[config.mk]
export PLATFORM = sky130hd
export DESIGN_NAME = recency_job_scheduler
export DESIGN_NICKNAME = d
export VERILOG_FILES = /design/src/hw/rtl/rjs_pkg.sv /design/src/hw/rtl/rjs_ctrl.sv /design/src/hw/rtl/rjs_datapath.sv /design/src/hw/rtl/recency_job_scheduler.sv
export SDC_FILE = /design/constraint.sdc
export NUM_CORES = 1
export LEC_CHECK = 0
export BUFFER_PORTS_ARGS = -buffer_cell sky130_fd_sc_hd__buf_2
export CORE_MARGIN = 8
export CORE_UTILIZATION = 46
export DETAILED_ROUTE_END_ITERATION = 8
export HOLD_SLACK_MARGIN = 0.15
export SETUP_SLACK_MARGIN = 0.2
export SYNTH_ARGS = -nofsm -noshare
export SYNTH_HDL_FRONTEND = slang
export SYNTH_SLANG_ARGS = --single-unit
[constraint.sdc]
create_clock -name clk -period 3.89 [get_ports clk]
set_clock_uncertainty 0.2 [all_clocks]
set_input_delay 0.5835 -clock clk [delete_from_list [all_inputs] [get_ports clk]]
set_output_delay 0.5835 -clock clk [all_outputs]
set_load 0.01 [all_outputs]
[src/hw/rtl/rjs_pkg.sv]
// ----------------------------------------------------------------------------
// rjs_pkg
// Shared types and constants for the recency job scheduler.
// ----------------------------------------------------------------------------
package rjs_pkg;

  localparam int JOB_W = 4;

  typedef enum logic [1:0] {
    OP_SET   = 2'd0,
    OP_UNSET = 2'd1,
    OP_EXEC  = 2'd2,
    OP_PEEK  = 2'd3
  } op_t;

  typedef enum logic {
    ST_IDLE = 1'b0,
    ST_RUN  = 1'b1
  } ctl_state_t;

  typedef struct packed {
    logic load;
    logic run;
  } ctl_cmd_t;

endpackage

[src/hw/rtl/rjs_ctrl.sv]
// ----------------------------------------------------------------------------
// rjs_ctrl
// Controller: accepts a command beat, runs one update of the datapath and
// raises the result strobe in the following cycle.
// ----------------------------------------------------------------------------
module rjs_ctrl
  import rjs_pkg::*;
(
  input  logic     clk,
  input  logic     rst,
  input  logic     start,
  output logic     busy,
  output logic     done,
  output ctl_cmd_t cmd
);

  ctl_state_t state;
  ctl_state_t state_next;

  always_ff @(posedge clk) begin
    if (rst) begin
      state <= ST_IDLE;
      done  <= 1'b0;
    end else begin
      state <= state_next;
      done  <= cmd.run;
    end
  end

  always_comb begin
    state_next = state;
    cmd        = '0;
    busy       = 1'b1;
    case (state)
      ST_IDLE: begin
        busy = 1'b0;
        if (start) begin
          cmd.load   = 1'b1;
          state_next = ST_RUN;
        end
      end
      ST_RUN: begin
        cmd.run    = 1'b1;
        state_next = ST_IDLE;
      end
      default: begin
        state_next = ST_IDLE;
      end
    endcase
  end

endmodule

[src/hw/rtl/rjs_datapath.sv]
// ----------------------------------------------------------------------------
// rjs_datapath
// Compare-and-shift cell stack of pending jobs, top of stack in cell zero,
// with the command capture and result registers.
// ----------------------------------------------------------------------------
module rjs_datapath
  import rjs_pkg::*;
#(
  parameter int NUM_JOBS = 16
) (
  input  logic             clk,
  input  logic             rst,
  input  ctl_cmd_t         cmd,
  input  logic [1:0]       op,
  input  logic [JOB_W-1:0] job_index,
  output logic             top_valid,
  output logic [JOB_W-1:0] top_job,
  output logic             was_pending,
  output logic             any_pending,
  output logic             empty_error
);

  localparam int CW = $clog2(NUM_JOBS + 1);
  localparam int PW = $clog2(NUM_JOBS);

  op_t              op_q;
  logic [JOB_W-1:0] job_q;
  logic [JOB_W-1:0] cells [NUM_JOBS];
  logic [JOB_W-1:0] cells_next [NUM_JOBS];
  logic [CW-1:0]    count;
  logic [CW-1:0]    count_next;
  logic [NUM_JOBS-1:0] match;
  logic [PW-1:0]    pos;
  logic             in_range;
  logic             hit;
  logic             empty;

  always_ff @(posedge clk) begin
    if (cmd.load) begin
      op_q  <= op_t'(op);
      job_q <= job_index;
    end
  end

  always_ff @(posedge clk) begin
    if (rst) begin
      count <= '0;
    end else if (cmd.run) begin
      count <= count_next;
    end
  end

  always_ff @(posedge clk) begin
    if (cmd.run) begin
      for (int i = 0; i < NUM_JOBS; i++) begin
        cells[i] <= cells_next[i];
      end
      top_valid   <= !empty && (op_q == OP_EXEC || op_q == OP_PEEK);
      top_job     <= (!empty && (op_q == OP_EXEC || op_q == OP_PEEK)) ? cells[0] : '0;
      was_pending <= (op_q == OP_SET || op_q == OP_UNSET) ? hit : !empty;
      any_pending <= (count_next != '0);
      empty_error <= empty && (op_q == OP_EXEC);
    end
  end

  always_comb begin
    in_range = (32'(job_q) < NUM_JOBS);
    empty    = (count == '0);
    pos      = '0;
    for (int i = 0; i < NUM_JOBS; i++) begin
      match[i] = in_range && (CW'(i) < count) && (cells[i] == job_q);
      if (match[i]) begin
        pos = pos | PW'(i);
      end
    end
    hit = |match;
  end

  always_comb begin
    count_next = count;
    for (int i = 0; i < NUM_JOBS; i++) begin
      cells_next[i] = cells[i];
    end
    case (op_q)
      OP_SET: begin
        if (in_range && hit) begin
          for (int i = 0; i < NUM_JOBS; i++) begin
            if (PW'(i) <= pos) begin
              cells_next[i] = (i == 0) ? job_q : cells[(i == 0) ? 0 : i - 1];
            end
          end
        end else if (in_range && (count < CW'(NUM_JOBS))) begin
          for (int i = 0; i < NUM_JOBS; i++) begin
            cells_next[i] = (i == 0) ? job_q : cells[(i == 0) ? 0 : i - 1];
          end
          count_next = count + CW'(1);
        end
      end
      OP_UNSET: begin
        if (hit) begin
          for (int i = 0; i < NUM_JOBS - 1; i++) begin
            if (PW'(i) >= pos) begin
              cells_next[i] = cells[i + 1];
            end
          end
          count_next = count - CW'(1);
        end
      end
      OP_EXEC: begin
        if (!empty) begin
          for (int i = 0; i < NUM_JOBS - 1; i++) begin
            cells_next[i] = cells[i + 1];
          end
          count_next = count - CW'(1);
        end
      end
      OP_PEEK: begin
        count_next = count;
      end
      default: begin
        count_next = count;
      end
    endcase
  end

endmodule

[src/hw/rtl/recency_job_scheduler.sv]
// ----------------------------------------------------------------------------
// recency_job_scheduler
// Move-to-front stack of pending jobs: set, unset, execute and peek.
// ----------------------------------------------------------------------------
//  Channel   Handshake            Signals
//  command   start high, busy low op, job_index
//  result    done, one cycle      top_valid, top_job, was_pending,
//                                 any_pending, empty_error
//
//  Each command beat is captured first, then the cell stack compares and
//  shifts. The result beat is shown in the cycle after the update, while
//  busy is already low for the next command.
//  Reset empties the stack at once; the cell contents are not cleared.
//  The result receiver cannot stall the block.
// ----------------------------------------------------------------------------
module recency_job_scheduler
  import rjs_pkg::*;
#(
  parameter int NUM_JOBS = 16
) (
  input  logic             clk,
  input  logic             rst,
  input  logic             start,
  output logic             busy,
  input  logic [1:0]       op,
  input  logic [JOB_W-1:0] job_index,
  output logic             done,
  output logic             top_valid,
  output logic [JOB_W-1:0] top_job,
  output logic             was_pending,
  output logic             any_pending,
  output logic             empty_error
);

  ctl_cmd_t cmd;

  rjs_ctrl u_ctrl (
    .clk   (clk),
    .rst   (rst),
    .start (start),
    .busy  (busy),
    .done  (done),
    .cmd   (cmd)
  );

  rjs_datapath #(
    .NUM_JOBS (NUM_JOBS)
  ) u_datapath (
    .clk         (clk),
    .rst         (rst),
    .cmd         (cmd),
    .op          (op),
    .job_index   (job_index),
    .top_valid   (top_valid),
    .top_job     (top_job),
    .was_pending (was_pending),
    .any_pending (any_pending),
    .empty_error (empty_error)
  );

endmodule

==> out/metrics.yaml <==
yosys:
  async_reset_ff_frac: 0
  syn_nets: 473
  synthCells: 456
  synth_warnings: 0
  synth-seq-area-share: 0.471
  synth_edf_count: 78
  syn_avg_cell_area_um2: 11.6
  yosys.cell_types.count: 64
  synth-main-ff-cell: "edfxtp_1"
  netlist_area_um2: 5270
  ys_ff_latch: 85
timing:
  hold_viol_final: 0
  period_share: 0.890
  setup-violations-final: 0
  max_slew.worst_pin.slew_ns: 0.838
  rsz0062_at_grt: "false"
  post-route-min-period_ns: 3.46
  maxSlewViolCount: 0
  timing.fmax_mhz: 289
  setup-tns-final_ns: 0
  relSlewSlack: 0.442
  hold_slack_ns: 0.208
worst_hold_path:
  min_path_type: "in2reg"
  hold_start: "job_index[2]"
worst_setup_path:
  crit_top_cell: "buf_4"
  critical_path.cell_chain: "or4b_1 -> o211ai_1 -> o22a_1 -> nor3b_2 -> nand4b_4 -> buf_4 -> nand2_1 -> nor2_4 -> or2_2 -> a211oi_1 -> buf_4"
  worst-endpoint-arrival_ns: 3.32
  worstPathMaxFanout: 15
  start_kind: "flop"
  r2r_slack_ns: 0.43
  critPathBufInv: 2
  worstPathRequired_ns: 3.75
  cp_top_family: "simple AND/OR/NAND/NOR gates"
  end_kind: "flop"
  critPathKind: "reg2reg"
  timing.rr.start: "u_datapath.count[4]"
  cpMaxStageDelayCell: "or4b_1"
  cp-startpoint: "u_datapath.count[4]"
  cpPeakStageDelay_ns: 0.55
clock_tree:
  cts_root_buf: "clkbuf_16"
  clockBufferDepth: 2
  clkTransAtPathRegs_ns: 0.06
  cts_buffers: 9
  cts_sinks: 85
  clk_latency_ns: 0.35
  htreeDepth: 3
  cts_tree: "built"
  cts_hold_buffers: 0
floorplanning:
  ios: 19
  row_count: 39
  die_width_um: 123
  die_area_um2: 15100
  die_h_um: 123
  initial_utilization: 0.466
  core_um2: 11300
placement:
  placed_area_um2: 5570
  numPortBuffers: 18
  dp_hpwl_um: 9330
  place.gp.congestion: 0.883
grt:
  antenna_found_initial: 0
  grt_use_total: 0.177
  grt_pass1_wl_um: 20200
  grt_remaining_overflow: 0
  grt_max_degree: 37
  grt_pass1_vias: 3668
route:
  routed-wl-met3_um: 670
  wl_met2_um: 5960
  top_layer: "met4"
  dr_total_vias: 3610
  drc: 0
  drt_iter0_drc: 404
  m1WireLength_um: 5610
  drt-vias-per-instance: 5.73
  wl_per_cell_um: 19.9
  wl_um: 12500
  dr.pass1.iters: 5
  detail-route-antenna-nets: 0
final_layout:
  mostFrequentLayoutCell: "edfxtp_1"
  finish.instance_area_um2: 5890
  fin_nets: 499
  antenna_cells: 0
  drive_gt1_frac: 0.283
  syn_to_final_growth_pct: 11.8
  fill_cells: 986
  final_cell_mix: "78 x edfxtp_1, 61 x mux2_2, 42 x xnor2_1, 29 x nor2_1"
status:
  status: "completed"
power_and_ir_drop:
  powerDensity_nw_per_um2: 394
  p_leak_nw: 2.07
  ir_drop_uv: 218
  p_total_mw: 2.33
run:
  cap_violations: 0
-- power breakdown --
part           leakage [nW]  switching [mW]  total, mW  internal (mW)
clock network         0.130           0.363      0.794          0.432
registers             0.775          0.0429       1.10           1.06
logic                  1.17           0.228      0.427          0.199
-- cell families after synthesis --
group / count (synthesis) / synth area share
AOI/OAI and AO/OA: 72 / 0.0992
adders and majority gates: 8 / 0.0190
DFF: 85 / 0.471
xor gates and xnor gates: 65 / 0.108
and+or+nand+nor: 119 / 0.128
muxes: 64 / 0.136
buffers and inverters: 43 / 0.0396
-- stage by stage --
stage / setup WS (ns) / instances / utilization
after floorplan: 0.706 / 456 / -
after global placement: 0.198 / 611 / 0.492
after detailed placement: 0.197 / 611 / 0.492
after CTS: 0.371 / 630 / 0.520
after global routing: 0.222 / 630 / 0.521
final: 0.430 / 630 / 0.521
-- cells in the mapped netlist, types with 5 or more instances --
cell | instances | area [um^2]
nand4_1 | 11 | 68.8
dfxtp_1 | 7 | 140
nor3_1 | 9 | 45.0
inv_1 | 13 | 48.8
a21oi_1 | 18 | 90.1
nand3_1 | 8 | 40.0
nor4_1 | 5 | 31.3
a221oi_1 | 5 | 43.8
buf_4 | 6 | 45.0
a211oi_1 | 8 | 60.1
buf_1 | 5 | 18.8
nor2b_1 | 8 | 50.1
nor2_1 | 29 | 109
mux2_2 | 61 | 687
ha_1 | 8 | 100
clkbuf_1 | 13 | 48.8
nand2_1 | 15 | 56.3
edfxtp_1 | 78 | 2340
and2_1 | 8 | 50.1
xor2_1 | 23 | 201
o21ai_0 | 8 | 40.0
xnor2_1 | 42 | 368
-- timing repair --
item,4_1_cts,5_1_grt
endpoints found under the setup margin,4,4
pin swaps,0,0
setup buffers,3,0
gates resized for setup,0,1
-- registers in the layout, summed over array words and instances, names as in the netlist --
signal                  cells
u_ctrl.state                1
u_datapath.any_pending      1
u_datapath.count            5
u_datapath.empty_error      1
u_ctrl.done                 1
u_datapath.was_pending      1
u_datapath.cells           64
u_datapath.top_job          4
u_datapath.job_q            4
u_datapath.top_valid        1
u_datapath.op_q             2
-- per-layer routing --
metal / track usage / vias up
met3: 0.0384 / 20
li1: - / 1741
met5: 0 / -
met1: 0.228 / 1733
met2: 0.281 / 116
met4: 0.0767 / 0
-- final timing paths --
check                                                to  cells after the start
worst min register to register  u_datapath.cells[1][29]                      0
worst max-delay path            u_datapath.cells[1][21]                     11
worst max register to register  u_datapath.cells[1][21]                     11
worst min-delay path                u_datapath.job_q[2]                      1
-- area by class of cell --
class / count / area [um^2] / area share
inverter: 14 / 52.6 / 0.00892
sequential: 85 / 2480 / 0.421
clock inverter: 6 / 38.8 / 0.00658
clock buffer: 10 / 229 / 0.0388
multi-input combinational: 328 / 2590 / 0.439
timing repair buffer: 44 / 323 / 0.0548
tap: 143 / 179 / 0.0304
Power figures use the tool's default switching activity.
